`src/hdl/sbs_pkg.sv`:
```
package sbs_pkg;

    // Command codes carried on the tick channel
    typedef enum logic [1:0] {
        CMD_START_WRITE = 2'd0,
        CMD_READ        = 2'd1,
        CMD_WRITE       = 2'd2,
        CMD_STOP        = 2'd3
    } t_cmd;

    // Bus phase, one-hot
    typedef enum logic [22:0] {
        PH_IDLE  = 23'h000001,
        PH_S1    = 23'h000002,
        PH_S2    = 23'h000004,
        PH_S3    = 23'h000008,
        PH_S4    = 23'h000010,
        PH_WBIT  = 23'h000020,
        PH_WCH   = 23'h000040,
        PH_WWAIT = 23'h000080,
        PH_WA1   = 23'h000100,
        PH_WA2   = 23'h000200,
        PH_WA3   = 23'h000400,
        PH_WA4   = 23'h000800,
        PH_R0    = 23'h001000,
        PH_RCH   = 23'h002000,
        PH_RWAIT = 23'h004000,
        PH_RA1   = 23'h008000,
        PH_RA2   = 23'h010000,
        PH_RA3   = 23'h020000,
        PH_RA4   = 23'h040000,
        PH_SP1   = 23'h080000,
        PH_SP2   = 23'h100000,
        PH_SP3   = 23'h200000,
        PH_SP4   = 23'h400000
    } t_phase;

    // Read/write bit of the address byte
    localparam logic [7:0] READ_BIT = 8'h01;

    // Classified tick, queued between front and back
    typedef struct packed {
        logic       cmd_valid;
        t_phase     entry_phase;
        logic       load_shift;
        logic [7:0] load_byte;
        logic       read_pending;
        logic       clock_sense;
        logic       data_sense;
    } t_job;

endpackage

```
`src/hdl/sbs_if.sv`:
```
// Tick channel: one bus tick per transfer
interface sbs_tick_if;
    logic       valid;
    logic       ready;
    logic       cmd_valid;
    logic [1:0] cmd;
    logic [7:0] byte_in;
    logic       clock_sense;
    logic       data_sense;

    modport source(output valid, output cmd_valid, output cmd, output byte_in,
                   output clock_sense, output data_sense, input ready);
    modport sink(input valid, input cmd_valid, input cmd, input byte_in,
                 input clock_sense, input data_sense, output ready);
endinterface

// Result channel: pin levels and status after each tick
interface sbs_res_if;
    logic       valid;
    logic       ready;
    logic       clock_release;
    logic       data_release;
    logic       busy_res;
    logic       cmd_taken;
    logic       read_valid;
    logic [7:0] read_byte;

    modport source(output valid, output clock_release, output data_release,
                   output busy_res, output cmd_taken, output read_valid,
                   output read_byte, input ready);
    modport sink(input valid, input clock_release, input data_release,
                 input busy_res, input cmd_taken, input read_valid,
                 input read_byte, output ready);
endinterface

```
`src/hdl/sbs_front.sv`:
```
module sbs_front
    import sbs_pkg::*;
(
    sbs_tick_if.sink i_tick,
    input  logic     i_full,
    output logic     o_push,
    output t_job     o_job
);

    assign i_tick.ready = !i_full;
    assign o_push       = i_tick.valid && !i_full;

    // Work out where each command enters the phase sequence
    always_comb begin
        o_job.cmd_valid    = i_tick.cmd_valid;
        o_job.clock_sense  = i_tick.clock_sense;
        o_job.data_sense   = i_tick.data_sense;
        o_job.load_byte    = i_tick.byte_in;
        o_job.load_shift   = 1'b1;
        o_job.read_pending = 1'b0;
        unique case (t_cmd'(i_tick.cmd))
            CMD_START_WRITE: o_job.entry_phase = PH_S1;
            CMD_READ: begin
                o_job.entry_phase  = PH_S1;
                o_job.load_byte    = i_tick.byte_in | READ_BIT;
                o_job.read_pending = 1'b1;
            end
            CMD_WRITE:       o_job.entry_phase = PH_WBIT;
            CMD_STOP: begin
                o_job.entry_phase = PH_SP1;
                o_job.load_shift  = 1'b0;
            end
            default:         o_job.entry_phase = PH_IDLE;
        endcase
    end

endmodule

```
`src/hdl/sbs_queue.sv`:
```
module sbs_queue
    import sbs_pkg::*;
#(
    parameter int DEPTH = 2
) (
    input  logic i_clk,
    input  logic i_rst_n,
    input  logic i_push,
    input  t_job i_push_data,
    output logic o_full,
    input  logic i_pop,
    output t_job o_pop_data,
    output logic o_empty
);

    localparam int PTR_W = (DEPTH > 1) ? $clog2(DEPTH) : 1;
    localparam int CNT_W = $clog2(DEPTH + 1);

    t_job             r_mem [DEPTH];
    logic [PTR_W-1:0] r_wr_ptr;
    logic [PTR_W-1:0] r_rd_ptr;
    logic [CNT_W-1:0] r_count;

    assign o_full     = (r_count == CNT_W'(DEPTH));
    assign o_empty    = (r_count == '0);
    assign o_pop_data = r_mem[r_rd_ptr];

    function automatic logic [PTR_W-1:0] ptr_next(input logic [PTR_W-1:0] p);
        ptr_next = (p == PTR_W'(DEPTH - 1)) ? '0 : p + PTR_W'(1);
    endfunction

    always_ff @(posedge i_clk) begin
        if (i_push) begin
            r_mem[r_wr_ptr] <= i_push_data;
        end
    end

    always_ff @(posedge i_clk) begin
        if (!i_rst_n) begin
            r_wr_ptr <= '0;
            r_rd_ptr <= '0;
            r_count  <= '0;
        end else begin
            if (i_push) r_wr_ptr <= ptr_next(r_wr_ptr);
            if (i_pop)  r_rd_ptr <= ptr_next(r_rd_ptr);
            if (i_push && !i_pop)      r_count <= r_count + CNT_W'(1);
            else if (i_pop && !i_push) r_count <= r_count - CNT_W'(1);
        end
    end

endmodule

```
`src/hdl/sbs_back.sv`:
```
module sbs_back
    import sbs_pkg::*;
(
    input  logic      i_clk,
    input  logic      i_rst_n,
    input  logic      i_job_valid,
    input  t_job      i_job,
    output logic      o_pop,
    sbs_res_if.source o_res
);

    t_phase     r_phase, n_phase;
    logic [2:0] r_bit_count, n_bit_count;
    logic [7:0] r_shift, n_shift;
    logic       r_read_pending, n_read_pending;
    logic       r_clk_drv, n_clk_drv;
    logic       r_dat_drv, n_dat_drv;

    logic       r_out_valid;
    logic       r_taken, r_rvalid;
    logic [7:0] r_rbyte;
    t_phase     ph;
    logic       taken;
    logic       rvalid;
    logic [7:0] rbyte;
    logic [2:0] bc_inc;

    assign o_pop = i_job_valid && (!r_out_valid || o_res.ready);

    always_comb begin
        taken          = (r_phase == PH_IDLE) && i_job.cmd_valid;
        ph             = r_phase;
        n_shift        = r_shift;
        n_bit_count    = r_bit_count;
        n_read_pending = r_read_pending;
        n_clk_drv      = r_clk_drv;
        n_dat_drv      = r_dat_drv;
        rvalid         = 1'b0;
        rbyte          = '0;
        if (taken) begin
            n_bit_count    = '0;
            ph             = i_job.entry_phase;
            n_read_pending = i_job.read_pending;
            if (i_job.load_shift) n_shift = i_job.load_byte;
        end
        bc_inc  = n_bit_count + 3'd1;
        n_phase = ph;
        unique case (ph)
            PH_IDLE: ;
            PH_S1:   begin n_clk_drv = 1'b1; n_phase = PH_S2; end
            PH_S2:   begin n_dat_drv = 1'b1; n_phase = PH_S3; end
            PH_S3:   begin n_dat_drv = 1'b0; n_phase = PH_S4; end
            PH_S4:   begin n_clk_drv = 1'b0; n_phase = PH_WBIT; end
            PH_WBIT: begin
                n_dat_drv = n_shift[7];
                n_shift   = {n_shift[6:0], 1'b0};
                n_phase   = PH_WCH;
            end
            PH_WCH:  begin n_clk_drv = 1'b1; n_phase = PH_WWAIT; end
            PH_WWAIT: begin
                // hold while the slave stretches the clock
                if (i_job.clock_sense) begin
                    n_clk_drv   = 1'b0;
                    n_bit_count = bc_inc;
                    n_phase     = (bc_inc == '0) ? PH_WA1 : PH_WBIT;
                end
            end
            PH_WA1:  begin n_dat_drv = 1'b1; n_phase = PH_WA2; end
            PH_WA2:  begin n_clk_drv = 1'b1; n_phase = PH_WA3; end
            PH_WA3:  begin n_dat_drv = 1'b0; n_phase = PH_WA4; end
            PH_WA4: begin
                n_clk_drv = 1'b0;
                n_phase   = n_read_pending ? PH_R0 : PH_IDLE;
            end
            PH_R0:   begin n_dat_drv = 1'b1; n_phase = PH_RCH; end
            PH_RCH:  begin n_clk_drv = 1'b1; n_phase = PH_RWAIT; end
            PH_RWAIT: begin
                if (i_job.clock_sense) begin
                    n_shift     = {n_shift[6:0], i_job.data_sense};
                    n_clk_drv   = 1'b0;
                    n_bit_count = bc_inc;
                    if (bc_inc == '0) begin
                        rvalid  = 1'b1;
                        rbyte   = n_shift;
                        n_phase = PH_RA1;
                    end else begin
                        n_phase = PH_RCH;
                    end
                end
            end
            PH_RA1:  begin n_dat_drv = 1'b1; n_phase = PH_RA2; end
            PH_RA2:  begin n_clk_drv = 1'b1; n_phase = PH_RA3; end
            PH_RA3:  begin n_clk_drv = 1'b0; n_phase = PH_RA4; end
            PH_RA4:  begin n_dat_drv = 1'b0; n_phase = PH_SP1; end
            PH_SP1:  begin n_clk_drv = 1'b0; n_phase = PH_SP2; end
            PH_SP2:  begin n_dat_drv = 1'b0; n_phase = PH_SP3; end
            PH_SP3:  begin n_clk_drv = 1'b1; n_phase = PH_SP4; end
            PH_SP4: begin
                n_dat_drv      = 1'b1;
                n_read_pending = 1'b0;
                n_phase        = PH_IDLE;
            end
            default: n_phase = PH_IDLE;
        endcase
    end

    always_ff @(posedge i_clk) begin
        if (!i_rst_n) begin
            r_phase        <= PH_IDLE;
            r_bit_count    <= '0;
            r_shift        <= '0;
            r_read_pending <= 1'b0;
            r_clk_drv      <= 1'b1;
            r_dat_drv      <= 1'b1;
            r_out_valid    <= 1'b0;
        end else begin
            if (o_pop) begin
                r_phase        <= n_phase;
                r_bit_count    <= n_bit_count;
                r_shift        <= n_shift;
                r_read_pending <= n_read_pending;
                r_clk_drv      <= n_clk_drv;
                r_dat_drv      <= n_dat_drv;
                r_out_valid    <= 1'b1;
            end else if (o_res.ready) begin
                r_out_valid <= 1'b0;
            end
        end
    end

    // Per-tick status, loaded with the pin state
    always_ff @(posedge i_clk) begin
        if (o_pop) begin
            r_taken  <= taken;
            r_rvalid <= rvalid;
            r_rbyte  <= rbyte;
        end
    end

    assign o_res.valid         = r_out_valid;
    assign o_res.clock_release = r_clk_drv;
    assign o_res.data_release  = r_dat_drv;
    assign o_res.busy_res      = (r_phase != PH_IDLE);
    assign o_res.cmd_taken     = r_taken;
    assign o_res.read_valid    = r_rvalid;
    assign o_res.read_byte     = r_rbyte;

    a_pop_needs_job: assert property (@(posedge i_clk) disable iff (!i_rst_n)
        o_pop |-> i_job_valid)
        else $error("pop from an empty queue");

    a_taken_busy: assert property (@(posedge i_clk) disable iff (!i_rst_n)
        (r_out_valid && r_taken) |-> o_res.busy_res)
        else $error("accepted command left the sequencer idle");

    a_read_in_ack: assert property (@(posedge i_clk) disable iff (!i_rst_n)
        (o_pop && rvalid) |=> (r_phase == PH_RA1 && r_clk_drv == 1'b0))
        else $error("read byte completed outside the acknowledge entry");

    a_rbyte_zero: assert property (@(posedge i_clk) disable iff (!i_rst_n)
        (r_out_valid && !r_rvalid) |-> (r_rbyte == '0))
        else $error("read byte not cleared without read_valid");

endmodule

```
`src/hdl/sccb_master_bit_sequencer_core.sv`:
```
// SCCB master bit sequencer. Each transfer on i_tick is one bus tick and
// yields exactly one transfer on o_res carrying the open-drain pin levels
// (1 = released) after that tick plus busy, command-taken and read status.
// Commands: start plus write address, a complete one-byte read (start,
// address with the read bit forced, eight sampled bits, NACK, stop), a write
// data byte, or stop. A command is taken only when the sequencer is idle;
// otherwise it is dropped and cmd_taken stays low. Clock stretching is
// honoured by holding the phase while clock_sense is low after a release.
// Rate: one tick per clock while o_res.ready stays high. The front decodes
// ticks into a short queue; the back runs one phase step per tick from the
// queue into the result register, so a tick's result passes through the
// queue and then the result register before it is presented on o_res.
// A stalled result register backs up into the queue and only then drops
// i_tick.ready. No clearing pass after reset.
module sccb_master_bit_sequencer_core
    import sbs_pkg::*;
#(
    parameter int QUEUE_DEPTH = 2
) (
    input  logic      i_clk,
    input  logic      i_rst_n,
    sbs_tick_if.sink  i_tick,
    sbs_res_if.source o_res
);

    logic q_push, q_pop, q_full, q_empty;
    t_job job_in, job_out;

    // Decode and classify
    sbs_front u_front (
        .i_tick (i_tick),
        .i_full (q_full),
        .o_push (q_push),
        .o_job  (job_in)
    );

    // Decoupling queue between front and back
    sbs_queue #(
        .DEPTH (QUEUE_DEPTH)
    ) u_queue (
        .i_clk       (i_clk),
        .i_rst_n     (i_rst_n),
        .i_push      (q_push),
        .i_push_data (job_in),
        .o_full      (q_full),
        .i_pop       (q_pop),
        .o_pop_data  (job_out),
        .o_empty     (q_empty)
    );

    // Phase sequencer and result register
    sbs_back u_back (
        .i_clk       (i_clk),
        .i_rst_n     (i_rst_n),
        .i_job_valid (!q_empty),
        .i_job       (job_out),
        .o_pop       (q_pop),
        .o_res       (o_res)
    );

endmodule
```
`src/flat_wrapper.sv`:
```
// flat-port wrapper written by rule: the top's interface ports become plain ports
module sccb_master_bit_sequencer_core_flat import sbs_pkg::*;
#(
    parameter int QUEUE_DEPTH = 2
)
  (i_clk, i_rst_n, i_tick_valid, i_tick_cmd_valid, i_tick_cmd, i_tick_byte_in, i_tick_clock_sense, i_tick_data_sense, i_tick_ready, o_res_valid, o_res_clock_release, o_res_data_release, o_res_busy_res, o_res_cmd_taken, o_res_read_valid, o_res_read_byte, o_res_ready);
  sbs_tick_if i_tick_i ();
  sbs_res_if o_res_i ();
  input  logic i_clk;
  input  logic i_rst_n;
  input wire logic [$bits(i_tick_i.valid)-1:0] i_tick_valid;
  input wire logic [$bits(i_tick_i.cmd_valid)-1:0] i_tick_cmd_valid;
  input wire logic [$bits(i_tick_i.cmd)-1:0] i_tick_cmd;
  input wire logic [$bits(i_tick_i.byte_in)-1:0] i_tick_byte_in;
  input wire logic [$bits(i_tick_i.clock_sense)-1:0] i_tick_clock_sense;
  input wire logic [$bits(i_tick_i.data_sense)-1:0] i_tick_data_sense;
  output wire logic [$bits(i_tick_i.ready)-1:0] i_tick_ready;
  output wire logic [$bits(o_res_i.valid)-1:0] o_res_valid;
  output wire logic [$bits(o_res_i.clock_release)-1:0] o_res_clock_release;
  output wire logic [$bits(o_res_i.data_release)-1:0] o_res_data_release;
  output wire logic [$bits(o_res_i.busy_res)-1:0] o_res_busy_res;
  output wire logic [$bits(o_res_i.cmd_taken)-1:0] o_res_cmd_taken;
  output wire logic [$bits(o_res_i.read_valid)-1:0] o_res_read_valid;
  output wire logic [$bits(o_res_i.read_byte)-1:0] o_res_read_byte;
  input wire logic [$bits(o_res_i.ready)-1:0] o_res_ready;
  assign i_tick_i.valid = i_tick_valid;
  assign i_tick_i.cmd_valid = i_tick_cmd_valid;
  assign i_tick_i.cmd = i_tick_cmd;
  assign i_tick_i.byte_in = i_tick_byte_in;
  assign i_tick_i.clock_sense = i_tick_clock_sense;
  assign i_tick_i.data_sense = i_tick_data_sense;
  assign i_tick_ready = i_tick_i.ready;
  assign o_res_valid = o_res_i.valid;
  assign o_res_clock_release = o_res_i.clock_release;
  assign o_res_data_release = o_res_i.data_release;
  assign o_res_busy_res = o_res_i.busy_res;
  assign o_res_cmd_taken = o_res_i.cmd_taken;
  assign o_res_read_valid = o_res_i.read_valid;
  assign o_res_read_byte = o_res_i.read_byte;
  assign o_res_i.ready = o_res_ready;
  sccb_master_bit_sequencer_core #(.QUEUE_DEPTH(QUEUE_DEPTH)) u_core (.i_clk(i_clk), .i_rst_n(i_rst_n), .i_tick(i_tick_i), .o_res(o_res_i));
endmodule
```
`config.mk`:
```
export PLATFORM = sky130hd
export DESIGN_NAME = sccb_master_bit_sequencer_core_flat
export DESIGN_NICKNAME = d
export VERILOG_FILES = /design/src/hdl/sbs_pkg.sv /design/src/hdl/sbs_if.sv /design/src/hdl/sbs_front.sv /design/src/hdl/sbs_queue.sv /design/src/hdl/sbs_back.sv /design/src/hdl/sccb_master_bit_sequencer_core.sv /design/src/flat_wrapper.sv
export SDC_FILE = /design/constraint.sdc
export NUM_CORES = 1
export LEC_CHECK = 0
export ABC_AREA = 0
export ABC_CLOCK_PERIOD_IN_PS = 3600
export BUFFER_PORTS_ARGS = -buffer_cell sky130_fd_sc_hd__buf_2
export CORE_MARGIN = 4
export CORE_UTILIZATION = 48
export DETAILED_ROUTE_END_ITERATION = 16
export GPL_ROUTABILITY_DRIVEN = 0
export PLACE_DENSITY_LB_ADDON = 0.1
export SETUP_SLACK_MARGIN = 0.3
export SLEW_MARGIN = 20
export SYNTH_ARGS = -nofsm -noshare
export SYNTH_HDL_FRONTEND = slang
export SYNTH_SLANG_ARGS = --single-unit
```
`constraint.sdc`:
```
create_clock -name i_clk -period 3.6 [get_ports i_clk]
set_input_delay 0.54 -clock i_clk [delete_from_list [all_inputs] [get_ports i_clk]]
set_output_delay 0.54 -clock i_clk [all_outputs]
set_load 0.02 [all_outputs]
```
# Yosys cells after proc, flatten, opt, wreduce, memory -nomap -nowiden
# Memories as Yosys holds them, arrays and structs flattened. A register that Yosys moved wholly into a read port is not among the register bits.
# Index checks and enable logic that the tools add are counted.
# W data, S select, Z words.
dict set report totals {
  register_bits 52
  latch_bits 0
  ram_bits 72
  romBits 0
  input_bits 17
  output_inout_bits 15
  wordCells 110
  memories 1
}
dict set report classes {
  addsub 5
  n_mul 0
  div_mod_pow 0
  magnitude_cmp 0
  n_eq_ne 30
  n_shift 0
  muxes 33
  n_bitwise 0
  reduce_logical 28
}
# memory words word_bits read_ports rd_clocked_by_memory_dff wr line_no
set mem_list {}
lappend mem_list {u_core.u_queue.r_mem 2 36 1 1 1 sbs_queue.sv:19} ;# t_job r_mem [DEPTH];
# op count
set ops {}
lappend ops {{$pmux W23 S22} 1}
lappend ops {{$mux W23} 3}
lappend ops {{$pmux W23 S3} 1}
lappend ops {{$eq A23 B1 Y1 const B} 2}
lappend ops {{$mux W8} 3}
lappend ops {{$eq A23 B10 Y1 const B} 1}
lappend ops {{$eq A23 B11 Y1 const B} 1}
lappend ops {{$eq A23 B12 Y1 const B} 1}
lappend ops {{$eq A23 B13 Y1 const B} 1}
lappend ops {{$eq A23 B14 Y1 const B} 1}
lappend ops {{$eq A23 B15 Y1 const B} 1}
lappend ops {{$eq A23 B16 Y1 const B} 1}
lappend ops {{$eq A23 B17 Y1 const B} 1}
lappend ops {{$eq A23 B18 Y1 const B} 1}
lappend ops {{$eq A23 B19 Y1 const B} 1}
lappend ops {{$eq A23 B2 Y1 const B} 1}
lappend ops {{$eq A23 B20 Y1 const B} 1}
lappend ops {{$eq A23 B21 Y1 const B} 1}
lappend ops {{$eq A23 B22 Y1 const B} 1}
lappend ops {{$eq A23 B23 Y1 const B} 1}
lappend ops {{$eq A23 B3 Y1 const B} 1}
lappend ops {{$eq A23 B4 Y1 const B} 1}
lappend ops {{$eq A23 B5 Y1 const B} 1}
lappend ops {{$eq A23 B6 Y1 const B} 1}
lappend ops {{32 further kinds} 67}

# Depth between registers and ports, before layout
dict set report depth {
  ltp_word 8
  mapped_depth 12
  mapped_depth_nobuf 11
}

# Cells and area by module
# From an unflattened synthesis, not the netlist that was laid out.
dict set report hier_totals {
  hier_cells 673
  hier_area_um2 6965.4
}
# module n_inst cells_per_inst area_each_um2 seq_area_each_um2
set modules_own_cells {}
lappend modules_own_cells {sbs_back 1 499 3858.7 1061.0}
lappend modules_own_cells {sbs_queue 1 134 2825.2 2262.2}
lappend modules_own_cells {sbs_front 1 39 277.8 0.0}
lappend modules_own_cells {sccb_master_bit_sequencer_core 1 1 3.8 0.0}

# Worst setup path after synthesis
# No wires, ideal clock.
dict set report synth_timing {
  path_type {register to register}
  startpoint {register u_core.u_back.r_phase[4]}
  endpoint {register u_core.u_back.r_shift[2]}
  setup_time_ns 0.151
  arrival_time_ns 2.612
  required_time_ns 3.449
  slack_ns 0.837
  stages_incl_launch_ff 11
  path_buffers 3
  period_less_slack_ns 2.763
  cell_sequence {dfxtp_1 buf_4 nor4_4 nand4_1 or4_1 buf_2 a2111oi_4 or2_1 buf_6 mux2i_1 a21oi_1}
}
dict set report synth_via {
  elab_chain_cells 5
  word_cells_on_any_way 8
  classes_between {eq/ne: 3; mux: 4; reduce/logical: 1}
}
# item line_no
set synth_lines {}
lappend synth_lines {{start, declared} sbs_back.sv:12} ;# t_phase r_phase, n_phase;
lappend synth_lines {{start signal, assigned} sbs_back.sv:118} ;# r_phase <= n_phase;
lappend synth_lines {{$eq A23 B1 Y1} sbs_back.sv:31} ;# taken = (r_phase == PH_IDLE) && i_job.cmd_valid;
lappend synth_lines {{$logic_and A1 B1 Y1} sbs_back.sv:31}
lappend synth_lines {{$mux W23 or $mux W8 (tied branches)} sbs_back.sv:40} ;# if (taken) begin
lappend synth_lines {{$eq A23 B15 Y1 (tied with other cells)} sbs_back.sv:48} ;# unique case (ph)
lappend synth_lines {{$pmux W8 S2 *} sbs_back.sv:48}
lappend synth_lines {{end signal, assigned} sbs_back.sv:120} ;# r_shift <= n_shift;
lappend synth_lines {{end, declared} sbs_back.sv:14} ;# logic [7:0] r_shift, n_shift;
# Every way passes the cells marked *; elsewhere a longest branch is shown, timed or not.
# A chain may end at the register's enable or synchronous reset.

# Worst setup path in the final report
dict set report layout_timing {
  startpoint {register u_core.u_back.r_phase[12]}
  endpoint {register u_core.u_back.r_shift[4]}
}
# The elaborated chain is that of the path after synthesis.

==> flow_summary.ini <==
[timing]
layout_min_cycle_time_ns = 3.07
maxSlewHeadroom = 0.402
rsz0062_at_grt = false
tns_ns = 0
finalMaxSlewViolations = 0
fin_ws_ns = 0.525
max_slew.worst_pin.slew_ns = 0.874
skew_ns = 0.0136
finalSetupViolCount = 0
timing.final.crit_share = 0.854
hold_viol_final = 0
max_clock_freq_mhz = 325

[placed_design]
dpl.cell_count = 550
postPlaceCellArea_um2 = 4600
port_buffers = 31
hpwl_um = 6950
pre_cts_ws_ns = 0.568

[setup_path]
critPathBufInv = 0
arrival_ns = 3.33
crit_fanout = 9
reg2reg_from = u_core.u_back.r_phase[12]
crit_path_start_kind = flip-flop
slowest_delay_ns = 0.73
cpMaxStageDelayCell = or4_1
cp_top_family = simple AND/OR/NAND/NOR gates
crit_required_ns = 3.85
startpoint = u_core.u_back.r_phase[12]
r2r_slack_ns = 0.53
endpoint_kind = flip-flop
path_class = flip-flop to flip-flop
crit_chain = nor4_4, nand3_2, or4_1, a2111oi_4, or2_1, mux2i_1, a21oi_1

[run_status]
status = finished, final reports clean

[yosys]
syn-instance-count = 430
synthesis.area_um2 = 4370
yosys_most_used_dff = dfxtp_1
syn_avg_cell_area_um2 = 10.2
yosysWarnings = 0
synthDistinctLibCells = 64
synth.net_count = 450
ys_seq_elements = 85
synth_edf_count = 42
async_flop_share = 0
yosysSeqAreaShare = 0.485

[floorplanning]
die_y_um = 103
start_util = 0.496
dieArea_um2 = 10700
dieWidth_um = 103
core_um2 = 8810
ios = 32
rows = 34

[final_layout]
regArea_um2 = 2120
diodes = 0
finalNonFillerCells = 566
multi_input_area_um2 = 2100
fillers = 815
fin_nets = 473
syn2layout_area_growth_pct = 9.79
design_area_um2 = 4800
drive_gt1_frac = 0.166

[global_route]
grt_pass1_wl_um = 15900
grt_remaining_overflow = 0
grt_use_total = 0.191
antenna_found_initial = 0
grt_max_degree = 45
grt_pass1_vias = 3152

[cts]
root_buffer = clkbuf_8
cts_max_level = 3
hold_buffers = 0
clock_sinks = 85
cts_max_path_buffers = 2
postCtsSetupBuffers = 0
cts_made_buffers = 9
clk_pin_slew_ns = 0.10
clkLatencyLatePin_ns = 0.36
cts_resized = 0
cts_tree = yes

[power]
p_leak_nw = 1.76
p_total_mw = 3.25
vdd_drop_max_mv = 0.256
power_density_nw_per_um2 = 677

[min_path]
min_from = i_tick_byte_in[7]
hp-class = input port to flip-flop

[job]
cap_violations = 0

[routing]
vias_per_cell = 6.01
drc = 0
first_iter_violations = 363
dr_total_vias = 3401
dr.pass1.iters = 5
ant_nets = 0
wl_um = 9730
wl_per_cell_um = 17.2
[worst paths after layout]
check / depth (start not counted) / endpoint
worst min-delay path: 1 / u_core.u_queue.r_mem[1][10]
worst max-delay path: 7 / u_core.u_back.r_shift[4]
worst min register to register: 2 / u_core.u_back.r_bit_count[2]
worst max register to register: 7 / u_core.u_back.r_shift[4]
[synthesized netlist by cell type (5+ instances only)]
library cell  instances  area, um2
dfxtp_1              43        861
edfxtp_1             42       1260
nand2_1              41        154
a21oi_1              25        125
nor2_1               21       78.8
mux2i_1              20        200
o21ai_0              19       95.1
a21boi_0             17        128
clkbuf_1             15       56.3
nor3_1               14       70.1
nand4_1              12       75.1
nor2b_1              12       75.1
and2_1                9       56.3
and3_1                9       56.3
inv_1                 8       30.0
nand3_1               7       35.0
or4_1                 7       52.6
a32oi_1               6       52.6
buf_2                 6       30.0
mux2_2                6       67.6
nand2b_1              6       37.5
nor4b_1               6       52.6
or3_1                 6       37.5
nor4_1                5       31.3
[metal layers]
metal	global-route usage	part of all wire	vias up
met4	0.0508	0.013	0
met2	0.288	0.44	85
met5	0	0	-
li1	-	-	1663
met1	0.280	0.50	1640
met3	0.0409	0.040	13
[state kept, by name, summed over array words and instances, names as in the netlist, 2 cells and up, named ones only]
name                           flops
u_core.u_back.r_shift              8
u_core.u_back.r_phase             23
u_core.u_back.o_res.read_byte      8
u_core.u_queue.r_mem              32
u_core.u_queue.r_count             2
u_core.u_back.r_bit_count          3
[layout make-up]
class                           count  share of cell area
Multi-Input combinational cell    309               0.437
Tap cell                          108              0.0282
Clock inverter                      7              0.0154
Sequential cell                    85               0.442
Timing Repair Buffer               39              0.0448
Clock buffer                        9              0.0258
Inverter                            9             0.00704
[kinds of logic after synthesis]
family / synth area share
AND/OR/NAND/NOR: 0.238
AO/OA/AOI/OAI: 0.153
flip-flops: 0.485
buffers and inverters: 0.0369
multiplexers: 0.0638
XOR/XNOR: 0.0140
adder cells (fa/ha/maj): 0.00859
[through the flow]
| step | hold slack, ns | util |
|---|---|---|
| after floorplan | 0.426 | - |
| after global placement | 0.439 | 0.522 |
| after detailed placement | 0.451 | 0.522 |
| after CTS | 0.337 | 0.545 |
| after global routing | 0.332 | 0.545 |
| final | 0.359 | 0.545 |
[placed cells by master, fill, tap and decap left out, types with 4 or more instances in the layout]
cell	netlist	routed
xor2_1	4	4
or3_1	6	6
a32oi_1	6	6
or4_1	7	7
buf_4	1	8
a21boi_0	17	17
buf_2	6	31
edfxtp_1	42	42
inv_1	8	8
nor2_1	21	21
nand3_1	7	7
a21oi_1	25	25
nand2_1	41	41
nor4_4	4	4
nand4_1	12	12
nor2b_1	12	12
nor4_1	5	4
or2_2	4	4
clkbuf_8	0	9
and3_1	9	9
nor3_1	14	14
nor4b_1	6	6
mux2_2	6	6
and2_1	9	9
dfxtp_1	43	43
o21ai_0	19	19
mux2i_1	20	20
nand2b_1	6	6
[power breakdown]
part / switching [mW] / internal (mW) / total, mW
sequential: 0.0903 / 1.22 / 1.31
combinational: 0.815 / 0.449 / 1.26
clock: 0.402 / 0.275 / 0.676
Note: power is estimated with default switching activity, not from simulation.
